==> src/hdl/nwc_pkg.sv <==
// Shared types and constants for the normalized window convolution core.
// No dependencies; used by every module in hdl/.
`default_nettype none

package nwc_pkg;

	localparam int DEF_MAX_WIDTH  = 1024;
	localparam int DEF_MAX_KERNEL = 3;
	localparam int MAX_HEIGHT     = 4096;

	localparam int WIDTH_W  = 11;
	localparam int HEIGHT_W = 13;
	localparam int KSIZE_W  = 2;
	localparam int COEF_W   = 16;
	localparam int ROWC_W   = 3 * COEF_W;
	localparam int ROW_W    = 12;
	localparam int COL_W    = 10;
	localparam int PIX_W    = 8;

	// products, sums and the serial divide
	localparam int PROD_W = PIX_W + 1 + COEF_W;
	localparam int SUM_W  = 28;
	localparam int CSUM_W = 20;
	localparam int NUM_W  = SUM_W + 8;
	localparam int DEN_W  = CSUM_W;

	localparam int APB_AW = 6;
	localparam int APB_DW = 64;

	// register indexes, byte address is 8*index
	localparam logic [2:0] REG_WIDTH  = 3'd0;
	localparam logic [2:0] REG_HEIGHT = 3'd1;
	localparam logic [2:0] REG_KSIZE  = 3'd2;
	localparam logic [2:0] REG_COEF0  = 3'd3;
	localparam logic [2:0] REG_COEF1  = 3'd4;
	localparam logic [2:0] REG_COEF2  = 3'd5;

	localparam logic [WIDTH_W-1:0]  RST_WIDTH  = WIDTH_W'(1024);
	localparam logic [HEIGHT_W-1:0] RST_HEIGHT = HEIGHT_W'(1024);
	localparam logic [KSIZE_W-1:0]  RST_KSIZE  = KSIZE_W'(1);
	localparam logic [ROWC_W-1:0]   RST_COEF0  = ROWC_W'(256);
	localparam logic [ROWC_W-1:0]   RST_COEF1  = '0;
	localparam logic [ROWC_W-1:0]   RST_COEF2  = '0;

	typedef struct packed {
		logic [PIX_W-1:0] pixel;
		logic             frame_start;
	} in_item_t;

	typedef struct packed {
		logic signed [31:0] value;
		logic               div_by_zero;
		logic [ROW_W-1:0]   out_row;
		logic [COL_W-1:0]   out_col;
		logic               last;
	} out_item_t;

	typedef struct packed {
		logic [WIDTH_W-1:0]       image_width;
		logic [HEIGHT_W-1:0]      image_height;
		logic [KSIZE_W-1:0]       kernel_size;
		logic [2:0][ROWC_W-1:0]   coef_row;
	} cfg_t;

endpackage

`default_nettype wire

==> src/hdl/nwc_regs.sv <==
// APB-style configuration registers of the convolution core.
// Depends on nwc_pkg.
`default_nettype none

module nwc_regs (
	input  wire logic                          clk,
	input  wire logic                          arst_n,
	input  wire logic                          psel,
	input  wire logic                          penable,
	input  wire logic                          pwrite,
	input  wire logic [nwc_pkg::APB_AW-1:0]    paddr,
	input  wire logic [nwc_pkg::APB_DW-1:0]    pwdata,
	output logic      [nwc_pkg::APB_DW-1:0]    prdata,
	output logic                               pready,
	output nwc_pkg::cfg_t                      cfg
);

	nwc_pkg::cfg_t cfg_q;
	logic [2:0]    idx;
	logic          wr;

	assign idx    = paddr[5:3];
	assign wr     = psel && penable && pwrite;
	assign pready = 1'b1;
	assign cfg    = cfg_q;

	always_ff @(posedge clk or negedge arst_n) begin
		if (!arst_n) begin
			cfg_q.image_width  <= nwc_pkg::RST_WIDTH;
			cfg_q.image_height <= nwc_pkg::RST_HEIGHT;
			cfg_q.kernel_size  <= nwc_pkg::RST_KSIZE;
			cfg_q.coef_row[0]  <= nwc_pkg::RST_COEF0;
			cfg_q.coef_row[1]  <= nwc_pkg::RST_COEF1;
			cfg_q.coef_row[2]  <= nwc_pkg::RST_COEF2;
		end else if (wr) begin
			unique case (idx)
				nwc_pkg::REG_WIDTH:  cfg_q.image_width  <= pwdata[nwc_pkg::WIDTH_W-1:0];
				nwc_pkg::REG_HEIGHT: cfg_q.image_height <= pwdata[nwc_pkg::HEIGHT_W-1:0];
				nwc_pkg::REG_KSIZE:  cfg_q.kernel_size  <= pwdata[nwc_pkg::KSIZE_W-1:0];
				nwc_pkg::REG_COEF0:  cfg_q.coef_row[0]  <= pwdata[nwc_pkg::ROWC_W-1:0];
				nwc_pkg::REG_COEF1:  cfg_q.coef_row[1]  <= pwdata[nwc_pkg::ROWC_W-1:0];
				nwc_pkg::REG_COEF2:  cfg_q.coef_row[2]  <= pwdata[nwc_pkg::ROWC_W-1:0];
				default: ;
			endcase
		end
	end

	always_comb begin
		unique case (idx)
			nwc_pkg::REG_WIDTH:  prdata = nwc_pkg::APB_DW'(cfg_q.image_width);
			nwc_pkg::REG_HEIGHT: prdata = nwc_pkg::APB_DW'(cfg_q.image_height);
			nwc_pkg::REG_KSIZE:  prdata = nwc_pkg::APB_DW'(cfg_q.kernel_size);
			nwc_pkg::REG_COEF0:  prdata = nwc_pkg::APB_DW'(cfg_q.coef_row[0]);
			nwc_pkg::REG_COEF1:  prdata = nwc_pkg::APB_DW'(cfg_q.coef_row[1]);
			nwc_pkg::REG_COEF2:  prdata = nwc_pkg::APB_DW'(cfg_q.coef_row[2]);
			default:             prdata = '0;
		endcase
	end

endmodule

`default_nettype wire

==> config.mk <==
export PLATFORM = sky130hd
export DESIGN_NAME = nwc_regs
export DESIGN_NICKNAME = d
export VERILOG_FILES = /design/src/hdl/nwc_pkg.sv /design/src/hdl/nwc_regs.sv
export SDC_FILE = /design/constraint.sdc
export NUM_CORES = 1
export LEC_CHECK = 0
export BUFFER_PORTS_ARGS = -buffer_cell sky130_fd_sc_hd__buf_4
export CAP_MARGIN = 10
export CORE_MARGIN = 4
export CORE_UTILIZATION = 49
export CTS_CLUSTER_DIAMETER = 40
export CTS_CLUSTER_SIZE = 28
export DETAILED_ROUTE_END_ITERATION = 7
export PLACE_DENSITY_LB_ADDON = 0.25
export SYNTH_ARGS = -nofsm -noshare
export SYNTH_HDL_FRONTEND = slang
export SYNTH_SLANG_ARGS = --single-unit
==> constraint.sdc <==
create_clock -name clk -period 2.7 [get_ports clk]
set_input_delay 0.135 -clock clk [delete_from_list [all_inputs] [get_ports clk]]
set_output_delay 0.135 -clock clk [all_outputs]
set_load 0.005 [all_outputs]
==> results of run 1 <==
-- area by class of cell --
class | count | area (um2)
clock inverter | 7 | 66.3
sequential | 170 | 4260
timing repair buffer | 337 | 2670
fill | 1066 | 4360
clock buffer | 24 | 492
multi-input combinational | 361 | 3200
tap | 211 | 264
-- cell families (layout without fill, tap and decap cells) --
family                 count (synthesis)  in the layout  synth area share, %
AOI/OAI and AO/OA                     67             67                 5.22
buffers and inverters                 54            368                 4.35
DFF                                  170            170                 55.2
muxes                                223            223                 31.9
other                                  2             17               0.0974
and+or+nand+nor                       54             54                 3.25
-- metrics by stage --
| step | utilization, % | cell area [um2] | instances | hold WS [ns] | worst slack (ns) |
|---|---|---|---|---|---|
| 6_report | 71.5 | 11000 | 1110 | 0.295 | 0.585 |
| 3_5_place_dp | 64.7 | 9910 | 1030 | 0.205 | 0.593 |
| 2_1_floorplan | - | 7770 | 585 | -0.161 | 1.43 |
| 5_1_grt | 71.5 | 11000 | 1110 | 0.309 | 0.486 |
| 3_3_place_gp | 64.7 | 9910 | 1030 | 0.182 | 0.678 |
| 4_1_cts | 71.5 | 11000 | 1110 | 0.286 | 0.601 |
-- placed cells by master (no fill, tap or decap), drive strengths merged --
cell,count
a22oi,9
a31oi,1
a32oi,9
and2,1
and3b,1
buf,288
bufinv,1
clkbuf,24
clkinv,5
clkinvlp,1
conb,17
dfrtp,166
dfstp,4
dlygate4sd3,49
mux2,180
mux2i,43
nand2,35
nand2b,3
nand3b,1
nand4,1
nand4b,1
nor2,6
nor2b,1
nor3,2
nor4bb,1
o21ai,44
o221ai,2
o22ai,2
or2,1
-- layer usage --
metal | share of wire (%) | track usage [%] | up-vias | routed length [um]
li1 | - | - | 2646 | -
met1 | 37 | 28.4 | 3015 | 8440
met2 | 53 | 45.6 | 243 | 11900
met3 | 7.5 | 7.18 | 42 | 1690
met4 | 2.6 | 9.20 | 0 | 581
met5 | 0 | 0 | - | 0
-- worst max-delay path by stage --
stage                        start          to  cells after the start
final                     paddr[3]  prdata[10]                      6
after global routing      paddr[3]  prdata[10]                      6
after CTS                 paddr[3]  prdata[10]                      6
after detailed placement  paddr[3]    cfg[155]                      5
after global placement    paddr[3]  prdata[10]                      6
after floorplan           paddr[3]     cfg[75]                      5
-- power groups by stage --
stage	Sequential [mW]	Clock, mW	Combinational, mW
floorplan	3.47	0	0.683
global placement	3.48	0	1.87
detailed placement	3.52	0	1.93
CTS	3.49	2.33	1.99
global route	3.56	2.45	2.14
finish	3.49	2.31	1.97
==> metrics.yaml, run 1 <==
io_pins: 310
final-max-slew-violation-count: 0
gp_congestion: 0.820
grtUsageTotal_pct: 25.2
powerDensity_nw_per_um2: 710
nNetsFinal: 962
hold_class: "input pin to asynchronous set/reset pin"
yosysTopAreaCell: "dfrtp_1"
r2r_setup_slack_ns: 1.86
cts-resized-gates: 0
final.setup.tns_ns: 0
viasPerCell: 5.36
cpLargestDelayFamily: "buffers and inverters"
crit_path_cell_trace: "buf_4, buf_4, and2_1, a22oi_1, o21ai_0, buf_4"
first_pass_iters: 4
finalSetupViolCount: 0
largest_register_ffs: 170
arrival_ns: 1.98
ir_worst_vdd_uv: 397
synth_seq_cells: 170
hold_viol: 0
max-cap-violations: 0
fp.dieH_um: 133
fp-row-count: 45
clk_transition_reported_paths_ns: 0.06
drt_iter0_drc: 215
timing.rr.end: "cfg[135]"
critical_path_buf_inv_count: 3
wl_per_cell_um: 20.4
ff2ff_path_depth: 1
syn_avg_cell_area_um2: 13.5
worst_path_largest_cell_delay_ns: 0.47
syn2layout_area_growth_pct: 42.0
fmax_ghz: 0.473
clock_sinks: 170
crit_type: "input pin to output pin"
cp-start-kind: "input pin"
syn_area_um2: 7710
netSwitchingFraction_pct: 27.2
critPathCaptureType: "output pin"
clock_skew_ns: 0
die_w_um: 133
cts.htree.levels: 4
synth_most_common_cell: "dfrtp_1"
first_global_vias: 6477
finalCriticalPeriod_ns: 2.11
ys_types: 30
syn_inst: 570
rsz0062_at_grt: "false"
postCtsHoldBufs: 49
diodes: 0
p_switching_mw: 2.12
yosysWarningCount: 0
via_count: 5946
relSlewSlack_pct: 50.7
grt_pass1_wl_mm: 35.7
power.internal_mw: 5.66
status: "complete, no violations"
timing.final.crit_share_pct: 78.3
power_frac_comb_pct: 25.4
cp_common_cell: "buf_4"
clk_path_buf_depth: 2
numCtsBuffers: 17
yosys-top-cells-count: "166 x dfrtp_1, 140 x mux2_2, 44 x o21ai_0"
synth.area.top_cells: "dfrtp_1 54%, mux2_2 20%, mux2_1 5.8%, mux2i_1 5.6%, buf_4 2.9%"
yosysTopAreaCellShare_pct: 53.9
cp_max_fo: 26
crit_required_ns: 2.57
grt_start_max_net_pins: 78
start_util_pct: 50.4
cts-root-buf: "clkbuf_16"
numPortBuffers: 273
dpl.hpwl_mm: 15.4
cts_tree: "built"
post-cts-setup-buffers: 0
clk_latency_ns: 0.41
yosysSeqAreaShare_pct: 55.2
total_power_mw: 7.77
post-route-drc-count: 0
die-area_um2: 17800
p_clk_share_pct: 29.7
seqPwrFrac_pct: 44.9
ant_nets: 0
r2r_start: "cfg[135]"
slowest_stage: "and2_1"
antenna_found_initial: 0
worst_pin_slew_ns: 0.737
core_um2: 15300
synthFlopType: "dfrtp_1"
async_flop_share_pct: 100
power_leakage_nw: 5.38
wl_mm: 22.6
synth_edf_count: 0
drive_above_1_share_pct: 52.1
gr-total-overflow: 0
(Power assumes the default switching activity.)
==> inputs of run 2 (changes only) <==
==> constraint.sdc (replaced) <==
create_clock -name clk -period 2.06 [get_ports clk]
set_input_delay 0.103 -clock clk [delete_from_list [all_inputs] [get_ports clk]]
set_output_delay 0.103 -clock clk [all_outputs]
set_load 0.005 [all_outputs]
==> metrics.yaml, run 2 (synthesis gave the netlist of run 1 again) <==
status: "complete, no violations"  # unchanged
rsz0062_at_grt: "false"  # unchanged
final-max-slew-violation-count: 0  # unchanged
crit_start: "cfg[169]"  # was paddr[3]
cts-resized-gates: 0  # unchanged
fmax_ghz: 0.593
power_leakage_nw: 5.46  # was 5.38 nW
largest_register_ffs: 170  # unchanged
cts_tree: "built"  # unchanged
cp-start-kind: "flip-flop"  # was input pin
crit_required_ns: 1.96  # was 2.57 ns
numCtsBuffers: 17  # unchanged
clk_path_buf_depth: 2  # unchanged
clk_transition_reported_paths_ns: 0.07  # was 0.06 ns
die_w_um: 133  # unchanged
fp.dieH_um: 133  # unchanged
slowest_stage: "dfstp_2"  # was and2_1
fin_area_um2: 11100  # was 11000 um2
post-route-drc-count: 0  # unchanged
clk_latency_ns: 0.41  # about the same
cts.htree.levels: 4  # unchanged
arrival_ns: 1.58  # was 1.98 ns
critical_path_buf_inv_count: 1  # was 3
antenna_found_initial: 0  # unchanged
clock_skew_ns: 0  # unchanged
final_common_cell: "buf_4"  # unchanged
powerDensity_nw_per_um2: 946  # was 710 nW/um2
core_um2: 15300  # unchanged
via_count: 5971  # was 5946
grt_start_max_net_pins: 60  # was 78
clock_sinks: 170  # unchanged
nNetsFinal: 968  # was 962
critPathCaptureType: "output pin"  # unchanged
io_pins: 310  # unchanged
gr-total-overflow: 0  # unchanged
relSlewSlack_pct: 50.7  # about the same
cts-root-buf: "clkbuf_16"  # unchanged
layout_common_cells: "287 x buf_4, 166 x dfrtp_1, 140 x mux2_2"  # was 286 x buf_4, 166 x dfrtp_1, 140 x mux2_2
wl_per_cell_um: 19.8  # was 20.4 um
first_global_vias: 6499  # was 6477
final.setup.tns_ns: 0  # unchanged
worst_path_largest_cell_delay_ns: 0.57  # was 0.47 ns
timing.final.crit_share_pct: 81.8
cp_max_fo: 3  # was 26
diodes: 0  # unchanged
grt_pass1_wl_mm: 35.1  # was 35.7 mm
crit_type: "flip-flop to output pin"  # was input pin to output pin
numPortBuffers: 273  # unchanged
r2r_start: "cfg[125]"  # was cfg[135]
num-fill-cells: 1023  # was 1066
hold_class: "input pin to asynchronous set/reset pin"  # unchanged
finalCriticalPeriod_ns: 1.69
placedInstanceArea_um2: 10000  # was 9910 um2
ant_nets: 0  # unchanged
hold_viol: 0  # unchanged
die-area_um2: 17800  # unchanged
crit_path_cell_trace: "a22oi_1, o21ai_0, buf_4"  # was buf_4, buf_4, and2_1, a22oi_1, o21ai_0, buf_4
max-cap-violations: 0  # unchanged
finalSetupViolCount: 0  # unchanged
drive_above_1_share_pct: 52.5  # was 52.1%
drt_iter0_drc: 223  # was 215
grtUsageTotal_pct: 24.9  # was 25.2%
gp_congestion: 0.840  # was 0.820
worst_pin_slew_ns: 0.737  # about the same
wl_mm: 22.1  # was 22.6 mm
first_pass_iters: 4  # unchanged
start_util_pct: 50.4  # unchanged
viasPerCell: 5.35  # was 5.36
fp-row-count: 45  # unchanged
syn2layout_area_growth_pct: 44.4  # was 42.0%
ir_worst_vdd_uv: 663  # was 397 uV
cpLargestDelayFamily: "flip-flops"  # was buffers and inverters
dpl.hpwl_mm: 15.5  # was 15.4 mm
## run 2: changes by cell type in the layout (fill, tap and decap cells not counted), sizes merged
cell,delta
buf,+6
bufinv,+3
clkbuf,-3
clkinv,+1
## run 2: path summary, 6_finish.rpt
path                         endpoint  slack [ns]  cells past startpoint
max                        prdata[10]        0.37                      3
min                          cfg[107]        0.22                      2
max reg2reg                  cfg[125]        1.23                      1
min reg2reg                   cfg[86]        0.51                      1
max in group asynchronous    cfg[149]        1.15                      3
min in group clk             cfg[165]        0.37                      4
## run 2: layout make-up
| class | instances | area, um2 | share of cell area [%] |
|---|---|---|---|
| clock buffers | 21 | 460 | 4.14 |
| clock inverters | 11 | 169 | 1.52 |
| multi-input cells | 361 | 3200 | 28.8 |
| flip-flops and latches | 170 | 4260 | 38.3 |
| well taps | 211 | 264 | 2.37 |
| repair buffers | 343 | 2780 | 24.9 |
## run 2: report_power, final
part	total (mW)	internal (mW)	switching [mW]
clock	3.37	2.09	1.27
combinational	2.58	1.64	0.942
sequential	4.59	4.01	0.579
## run 2: per-layer routing
metal  vias to the layer above  GRT usage [%]  wire, um
li1                       2661              -         -
met1                      3035           28.5      8310
met2                       228           44.4     11700
met3                        47           7.33      1510
met4                         0           9.03       547
met5                         -              0         0
## run 2: what timing repair did
| action | CTS | global route |
|---|---|---|
| hold endpoints to repair | 220 | 0 |
| hold buffers | 49 | 0 |
| buffers inserted | 0 | 0 |
## run 2: metrics by stage
stage | power (mW) | hold WS [ns] | instances | utilization, % | setup WS, ns
CTS | 10.6 | 0.222 | 1117 | 72.7 | 0.357
finish | 10.5 | 0.222 | 1117 | 72.7 | 0.375
detailed placement | 7.15 | 0.108 | 1036 | 65.4 | 0.293
floorplan | 5.44 | -0.193 | 585 | - | 0.825
global placement | 7.02 | 0.105 | 1036 | 65.4 | 0.347
global route | 11.0 | 0.251 | 1117 | 72.7 | 0.261
