**src/hdl/nwc_pkg.sv**
```systemverilog
// Shared types and constants for the normalized window convolution core.
// No dependencies; used by every module in hdl/.
`default_nettype none

package nwc_pkg;

	localparam int DEF_MAX_WIDTH  = 1024;
	localparam int DEF_MAX_KERNEL = 3;
	localparam int MAX_HEIGHT     = 4096;

	localparam int WIDTH_W  = 11;
	localparam int HEIGHT_W = 13;
	localparam int KSIZE_W  = 2;
	localparam int COEF_W   = 16;
	localparam int ROWC_W   = 3 * COEF_W;
	localparam int ROW_W    = 12;
	localparam int COL_W    = 10;
	localparam int PIX_W    = 8;

	// products, sums and the serial divide
	localparam int PROD_W = PIX_W + 1 + COEF_W;
	localparam int SUM_W  = 28;
	localparam int CSUM_W = 20;
	localparam int NUM_W  = SUM_W + 8;
	localparam int DEN_W  = CSUM_W;

	localparam int APB_AW = 6;
	localparam int APB_DW = 64;

	// register indexes, byte address is 8*index
	localparam logic [2:0] REG_WIDTH  = 3'd0;
	localparam logic [2:0] REG_HEIGHT = 3'd1;
	localparam logic [2:0] REG_KSIZE  = 3'd2;
	localparam logic [2:0] REG_COEF0  = 3'd3;
	localparam logic [2:0] REG_COEF1  = 3'd4;
	localparam logic [2:0] REG_COEF2  = 3'd5;

	localparam logic [WIDTH_W-1:0]  RST_WIDTH  = WIDTH_W'(1024);
	localparam logic [HEIGHT_W-1:0] RST_HEIGHT = HEIGHT_W'(1024);
	localparam logic [KSIZE_W-1:0]  RST_KSIZE  = KSIZE_W'(1);
	localparam logic [ROWC_W-1:0]   RST_COEF0  = ROWC_W'(256);
	localparam logic [ROWC_W-1:0]   RST_COEF1  = '0;
	localparam logic [ROWC_W-1:0]   RST_COEF2  = '0;

	typedef struct packed {
		logic [PIX_W-1:0] pixel;
		logic             frame_start;
	} in_item_t;

	typedef struct packed {
		logic signed [31:0] value;
		logic               div_by_zero;
		logic [ROW_W-1:0]   out_row;
		logic [COL_W-1:0]   out_col;
		logic               last;
	} out_item_t;

	typedef struct packed {
		logic [WIDTH_W-1:0]       image_width;
		logic [HEIGHT_W-1:0]      image_height;
		logic [KSIZE_W-1:0]       kernel_size;
		logic [2:0][ROWC_W-1:0]   coef_row;
	} cfg_t;

endpackage

`default_nettype wire

```
**src/hdl/nwc_divider.sv**
```systemverilog
// Radix-2 restoring divider, one quotient bit per cycle, signed and saturated.
// Depends on nwc_pkg.
`default_nettype none

module nwc_divider (
	input  wire logic                         clk,
	input  wire logic                         arst_n,
	input  wire logic                         start,
	input  wire logic [nwc_pkg::NUM_W-1:0]    num,
	input  wire logic [nwc_pkg::DEN_W-1:0]    den,
	input  wire logic                         neg,
	output logic                              done,
	output logic signed [31:0]                quot
);

	localparam int NW = nwc_pkg::NUM_W;
	localparam int DW = nwc_pkg::DEN_W;
	localparam int CNT_W = $clog2(NW + 1);

	logic [NW-1:0]    nq_q;
	logic [DW-1:0]    rem_q;
	logic [DW-1:0]    den_q;
	logic             neg_q;
	logic [CNT_W-1:0] cnt_q;
	logic             busy_q;
	logic             done_q;

	logic [DW:0]      trial;
	logic [DW:0]      diff;
	logic             fits;

	assign trial = {rem_q, nq_q[NW-1]};
	assign diff  = trial - {1'b0, den_q};
	assign fits  = !diff[DW];

	always_ff @(posedge clk or negedge arst_n) begin
		if (!arst_n) begin
			busy_q <= 1'b0;
			done_q <= 1'b0;
			cnt_q  <= '0;
		end else begin
			done_q <= 1'b0;
			if (start) begin
				busy_q <= 1'b1;
				cnt_q  <= CNT_W'(NW);
			end else if (busy_q) begin
				cnt_q <= cnt_q - CNT_W'(1);
				if (cnt_q == CNT_W'(1)) begin
					busy_q <= 1'b0;
					done_q <= 1'b1;
				end
			end
		end
	end

	always_ff @(posedge clk) begin
		if (start) begin
			nq_q  <= num;
			rem_q <= '0;
			den_q <= den;
			neg_q <= neg;
		end else if (busy_q) begin
			rem_q <= fits ? diff[DW-1:0] : trial[DW-1:0];
			nq_q  <= {nq_q[NW-2:0], fits};
		end
	end

	// sign and saturate the magnitude
	always_comb begin
		if (neg_q) begin
			if (nq_q > NW'(33'h0_8000_0000))
				quot = 32'sh8000_0000;
			else
				quot = 32'(-nq_q);
		end else begin
			if (nq_q > NW'(32'h7FFF_FFFF))
				quot = 32'sh7FFF_FFFF;
			else
				quot = 32'(nq_q);
		end
	end

	assign done = done_q;

endmodule

`default_nettype wire

```
**config.mk**
```make
export PLATFORM = sky130hd
export DESIGN_NAME = nwc_divider
export DESIGN_NICKNAME = d
export VERILOG_FILES = /design/src/hdl/nwc_pkg.sv /design/src/hdl/nwc_divider.sv
export SDC_FILE = /design/constraint.sdc
export NUM_CORES = 1
export LEC_CHECK = 0
export BUFFER_PORTS_ARGS = -buffer_cell sky130_fd_sc_hd__buf_2
export CAP_MARGIN = 10
export CORE_MARGIN = 2
export CORE_UTILIZATION = 45
export CTS_BUF_LIST = sky130_fd_sc_hd__clkbuf_8
export CTS_CLUSTER_SIZE = 20
export DETAILED_ROUTE_END_ITERATION = 8
export PLACE_DENSITY = 0.77
export RECOVER_POWER = 25
export SLEW_MARGIN = 15
export SYNTH_ARGS = -nofsm -noshare
export SYNTH_HDL_FRONTEND = slang
export SYNTH_SLANG_ARGS = --single-unit
```
**constraint.sdc**
```tcl
create_clock -name clk -period 4.4 [get_ports clk]
set_clock_uncertainty 0.05 [all_clocks]
set_input_delay 0.66 -clock clk [delete_from_list [all_inputs] [get_ports clk]]
set_output_delay 0.66 -clock clk [all_outputs]
set_load 0.05 [all_outputs]
```
==> results of run 1 <==
==> repair_timing <==
item | CTS | global route
setup buffers | 0 | 0
hold endpoints to repair | 0 | 0
hold buffers | 0 | 0
pin swaps | 0 | 1
endpoints found under the setup margin | 2 | 8
gates resized for setup | 1 | 6
==> through the flow <==
stage / std cells / util (%)
after detailed placement: 828 / 51.2
after CTS: 844 / 52.7
after floorplan: 607 / -
after global routing: 844 / 52.7
final: 844 / 52.7
after global placement: 828 / 51.2
==> kinds of logic (layout without fill, tap and decap cells) <==
family	after synthesis	count (layout)	share of synthesized area, %
and+or+nand+nor	215	215	18.7
AOI/OAI and AO/OA	153	153	17.8
DFF	85	85	41.7
buffers and inverters	66	156	4.60
muxes	42	42	8.21
adders and majority gates	24	24	5.55
xor gates and xnor gates	22	22	3.47
==> routing by layer <==
| layer | track usage, % | vias to the layer above | routed length [um] |
|---|---|---|---|
| met3 | 3.64 | 21 | 854 |
| met5 | 0 | - | 0 |
| met2 | 33.9 | 183 | 6180 |
| li1 | - | 2359 | - |
| met1 | 26.3 | 2194 | 5760 |
| met4 | 8.19 | 0 | 260 |
==> cells in the mapped netlist (3+ instances only) <==
cell / instances
nor2b_1: 7
xnor2_1: 13
o311ai_0: 5
a21oi_1: 43
nand3_1: 13
nand2_1: 60
or3_1: 4
clkbuf_1: 22
a21o_1: 10
mux2_2: 28
inv_1: 38
a31oi_1: 9
nor3b_1: 3
a211oi_1: 16
buf_2: 3
nor2_1: 76
ha_1: 23
nand2b_1: 8
o21ai_0: 36
dfxtp_1: 20
o211ai_1: 5
dfrtp_1: 8
mux2i_1: 14
xor2_1: 9
o211a_1: 5
o21bai_1: 3
edfxtp_1: 57
nor4_1: 5
o21a_1: 9
nor3_1: 20
==> power groups by stage <==
stage               clock (mW)  combinational [mW]  sequential, mW
detailed placement           0                1.15            1.13
global route             0.557                1.29            1.14
global placement             0                1.12            1.12
CTS                      0.523                1.16            1.11
finish                   0.503                1.17            1.11
floorplan                    0               0.931            1.09
==> worst paths after layout <==
check                          start        end  slack (ps)  cells past startpoint
min                           arst_n   cnt_q[1]         150                      1
max in group asynchronous     arst_n       done        3820                      1
min in group clk              den[9]   den_q[9]         400                      1
max                          nq_q[0]   quot[12]         250                     10
max reg2reg                 nq_q[35]   rem_q[8]         790                     12
min reg2reg                rem_q[18]  rem_q[18]         460                      2
==> flip-flops by register name, summed over array words and instances (netlist names) <==
register,flops
nq_q,36
neg_q,1
busy_q,1
done,1
den_q,20
cnt_q,6
rem_q,20
==> worst max-delay path, delay by kind of cell, from the launching register on <==
family                     cells  cell delay, ps
AOI/OAI and AO/OA              2             680
adders and majority gates      1             210
buffers and inverters          2             440
DFF                            1             400
and+or+nand+nor                5            1320
==> cell type report <==
type / count / area share, %
multi-input cells: 456 / 47.1
repair buffers: 102 / 8.52
flip-flops and latches: 85 / 36.5
clock buffers: 10 / 2.18
inverters: 38 / 2.25
clock inverters: 6 / 0.494
well taps: 147 / 2.91
==> impl_metrics.tcl, run 1 <==
set metrics [dict create \
    ys_dominant_reg_cell "edfxtp_1" \
    p_leak_nw 2.72 \
    fillCellCount 1153 \
    max_cap_violations 1 \
    max_stage_delay_ps 430 \
    synth-seq-cells 85 \
    synth-seq-area-share_pct 41.7 \
    synth_fp_nets 691 \
    cts_root_buf "clkbuf_8" \
    max_slew.worst_pin.slew_ps 2410 \
    start_util_pct 46.2 \
    synth-edff-count 57 \
    powerDensity_nw_per_um2 441 \
    pwr-share-clk_pct 18.0 \
    clock-sinks 85 \
    hp-class "input pin to async pin" \
    place_area_um2 6150 \
    io_buffers 92 \
    synth_cell_types 57 \
    grt_max_degree 58 \
    ant_nets 0 \
    synthTopCellsByArea "edfxtp_1 31%, dfxtp_1 7.2%, mux2_2 5.7%" \
    status "finished, violations left" \
    antenna_cells 0 \
    drc 0 \
    grtUsageTotal_pct 20.3 \
    final_hold_viol_count 0 \
    setup_viol 0 \
    cts.htree.levels 3 \
    p_int_mw 1.71 \
    yosysTopAreaCell "edfxtp_1" \
    crit_path_end_kind "output port" \
    die_area_um2 13200 \
    regArea_um2 2310 \
    clock_latency_ps 380 \
    syn_area_um2 5550 \
    num_io_pins 93 \
    seqPwrFrac_pct 40.0 \
    dpl.hpwl_um 9330 \
    synth.avg_cell_area_um2 9.14 \
    crit_type "flop to output port" \
    antenna_found_initial 0 \
    arrival_ps 3440 \
    max-slew-margin-rel_pct -60.4 \
    wl_per_cell_um 15.5 \
    preCtsSetupSlack_ps 420 \
    fin_tns_setup_ps 0 \
    grt_pass1_wl_um 21400 \
    finalPower_mw 2.79 \
    gp_congestion 0.944 \
    switching_power_mw 1.08 \
    core_area_um2 12000 \
    grt_pass1_vias 4566 \
    pwr-share-comb_pct 42.0 \
    worstSetupStartpointType "flop" \
    clockBufferDepth 2 \
    path_clk_slew_ps 90 \
    swShare_pct 38.8 \
    wl_um 13100 \
    rsz0062_at_grt "no" \
    die-height_um 115 \
    cts_tree "done" \
    peakVddDrop_v 0.000194 \
    worstPathCellList "inv_1, ha_1, or3b_4, nor4b_4, nand4_4, o31ai_4, and2_4, nand2_4, o311ai_0, buf_2" \
    grt_overflow_total 0 \
    netlist_instances 607 \
    drt_iter0_drc 426 \
    drv_slew 51 \
    netlist.area_leader.share_pct 30.9 \
    synth-async-reset-ratio_pct 9.41 \
    clock.fmax_mhz 241 \
    multi_input_area_um2 2980 \
    rows 40 \
    cts_buffers 9 \
    area_growth_pct 14.1 \
    period_needed_ps 4150 \
    worstPathRequired_ps 3690 \
    first_pass_iters 5 \
    slowest_stage "or3b_4" \
    violations "max-capacitance violations, max-slew violations" \
    final_common_cell "buf_2" \
    dr_total_vias 4757 \
    die_w_um 115 \
    worst_slack_ps 251 \
    ys_warn_count 0 \
    crit_fanout 10 \
    whs_ps 150 \
    stdcell_area_um2 6330 \
    post-route-period-util_pct 94.3 \
    routed_via_density 5.64 \
    nets 776 \
    mostFrequentLayoutCells "86 x buf_2, 76 x nor2_1, 60 x nand2_1, 57 x edfxtp_1, 43 x a21oi_1" \
    drive_gt1_share_pct 21.4 \
]
No activity file was read; power rests on OpenSTA's default activity.
==> inputs of run 2 (changes only) <==
--- a/config.mk
+++ b/config.mk
@@ -6,13 +6,12 @@
 export NUM_CORES = 1
 export LEC_CHECK = 0
 export BUFFER_PORTS_ARGS = -buffer_cell sky130_fd_sc_hd__buf_2
-export CAP_MARGIN = 10
 export CORE_MARGIN = 2
-export CORE_UTILIZATION = 45
+export CORE_UTILIZATION = 30
 export CTS_BUF_LIST = sky130_fd_sc_hd__clkbuf_8
 export CTS_CLUSTER_SIZE = 20
 export DETAILED_ROUTE_END_ITERATION = 8
-export PLACE_DENSITY = 0.77
+export PLACE_DENSITY = 0.59
 export RECOVER_POWER = 25
 export SLEW_MARGIN = 15
 export SYNTH_ARGS = -nofsm -noshare
==> run 2 against run 1 <==
  * The run still ends with max-capacitance violations, max-slew violations left
  * Die area up 48%
  * Clock power up 30%
  * Routed wire length up 5.2%
  * Core utilization down 17 points
  * Fmax about the same
  * Clock-buffer cell count unchanged
  * Cell count up 9.8%
  * Cell area up 2.8%
  * Largest cell class unchanged
  * Combinational power about the same
  * Global-route usage down 6.2 points
  * Hold slack worse by 6.9 ps
==> impl_metrics.tcl, run 2 (synthesis results as in run 1) <==
set metrics [dict create \
    cts.htree.levels 3 \
    largest_register_ffs 36 \
    routed_via_density 4.97 \
    drv_slew 74 \
    num_io_pins 93 \
    grt_pass1_wl_um 22500 \
    wl_per_cell_um 14.8 \
    hp-class "input pin to async pin" \
    clock.fmax_mhz 241 \
    final_common_cell "buf_2" \
    antenna_found_initial 0 \
    finalPower_mw 2.93 \
    crit_fanout 12 \
    cts_setup_buffers 0 \
    period_needed_ps 4150 \
    fin_tns_setup_ps 0 \
    max_cap_violations 1 \
    arrival_ps 3440 \
    final_core_util_pct 36.1 \
    nets 777 \
    powerDensity_nw_per_um2 451 \
    grt_pass1_vias 4398 \
    area_growth_pct 17.3 \
    drc 0 \
    mostFrequentLayoutCells "87 x buf_2, 76 x nor2_1, 59 x nand2_1, 57 x edfxtp_1, 43 x a21oi_1" \
    drt_iter0_drc 386 \
    first_pass_iters 4 \
    grt_max_degree 74 \
    max_slew.worst_pin.slew_ps 1750 \
    rsz0062_at_grt "no" \
    dpl.hpwl_um 9880 \
    worstRegToRegCells 11 \
    cts_root_buf "clkbuf_8" \
    cts_tree "done" \
    top_regs "nq_q x36, den_q x20, rem_q x20" \
    io_buffers 92 \
    core_area_um2 18000 \
    violations "max-capacitance violations, max-slew violations" \
    antenna_cells 0 \
    dr_total_vias 4603 \
    final_hold_viol_count 0 \
    top_register "nq_q" \
    worstPathRequired_ps 3690 \
    drive_gt1_share_pct 22.3 \
    clockBufferDepth 2 \
    die-height_um 140 \
    start_util_pct 30.8 \
    crit_type "flop to output port" \
    die_w_um 140 \
    cts_buffers 9 \
    whs_ps 143 \
    post-route-period-util_pct 94.3 \
    worstSetupStartpointType "flop" \
    ant_nets 0 \
    cts_hold_buf 0 \
    die_area_um2 19600 \
    dp.cells 911 \
    setup_viol 0 \
    grt_overflow_total 0 \
    wl_um 13700 \
    grtUsageTotal_pct 14.2 \
    fin_cells 927 \
    peakVddDrop_v 0.000214 \
    p_leak_nw 2.76 \
    clock-sinks 85 \
    rows 49 \
    max-slew-margin-rel_pct -16.9 \
    crit_path_end_kind "output port" \
    path_clk_slew_ps 90 \
    status "finished, violations left" \
    gp_congestion 0.842 \
    clock_latency_ps 370 \
]
-- run 2: path summary, 6_finish.rpt --
check                      startpoint        to  slack [ps]
setup / recovery              nq_q[1]  quot[25]         250
hold / removal                 arst_n  cnt_q[5]         140
setup reg to reg             nq_q[35]  rem_q[0]         840
hold reg to reg              rem_q[7]  rem_q[7]         460
max in group asynchronous      arst_n      done        3850
min in group clk               den[1]  den_q[1]         410
-- run 2: routing by layer --
metal | vias up | global-route usage (%) | routed length (um)
li1 | 2368 | - | -
met1 | 2097 | 19.2 | 6420
met2 | 129 | 22.8 | 6390
met3 | 9 | 3.32 | 808
met4 | 0 | 3.95 | 112
met5 | - | 0 | 0
-- run 2: through the flow --
| stage | setup WS (ps) | area, um2 |
|---|---|---|
| 2_1_floorplan | -508 | 5550 |
| 3_3_place_gp | 502 | 6260 |
| 3_5_place_dp | 391 | 6260 |
| 4_1_cts | 113 | 6490 |
| 5_1_grt | 5.28 | 6500 |
| 6_report | 251 | 6500 |
-- run 2: power breakdown --
part	internal [mW]	switching, mW
clock network	0.341	0.313
logic	0.500	0.663
registers	0.994	0.121
-- run 2: repair_timing --
item,in CTS,in global routing
resized for setup,1,5
pin swaps,0,1
setup endpoints to repair,8,14
cloned,0,0
-- run 2: critical path, cell delays in order, from the launching register on --
cell and delay [ps]:
edfxtp_1 440, inv_1 100, ha_1 200, or3b_4 420, nor4b_4 360, nand4_4 180
o31ai_4 310, and2_4 290, nand2_4 90, or3_1 350, nand3_1 60, buf_2 260
-- run 2: final cells by class --
type	count	area (um2)
Inverter	38	143
Sequential cell	85	2310
Clock buffer	10	138
Timing Repair Buffer	103	546
Fill cell	1856	11500
Multi-Input combinational cell	456	2990
Tap cell	229	287
Clock inverter	6	91.3
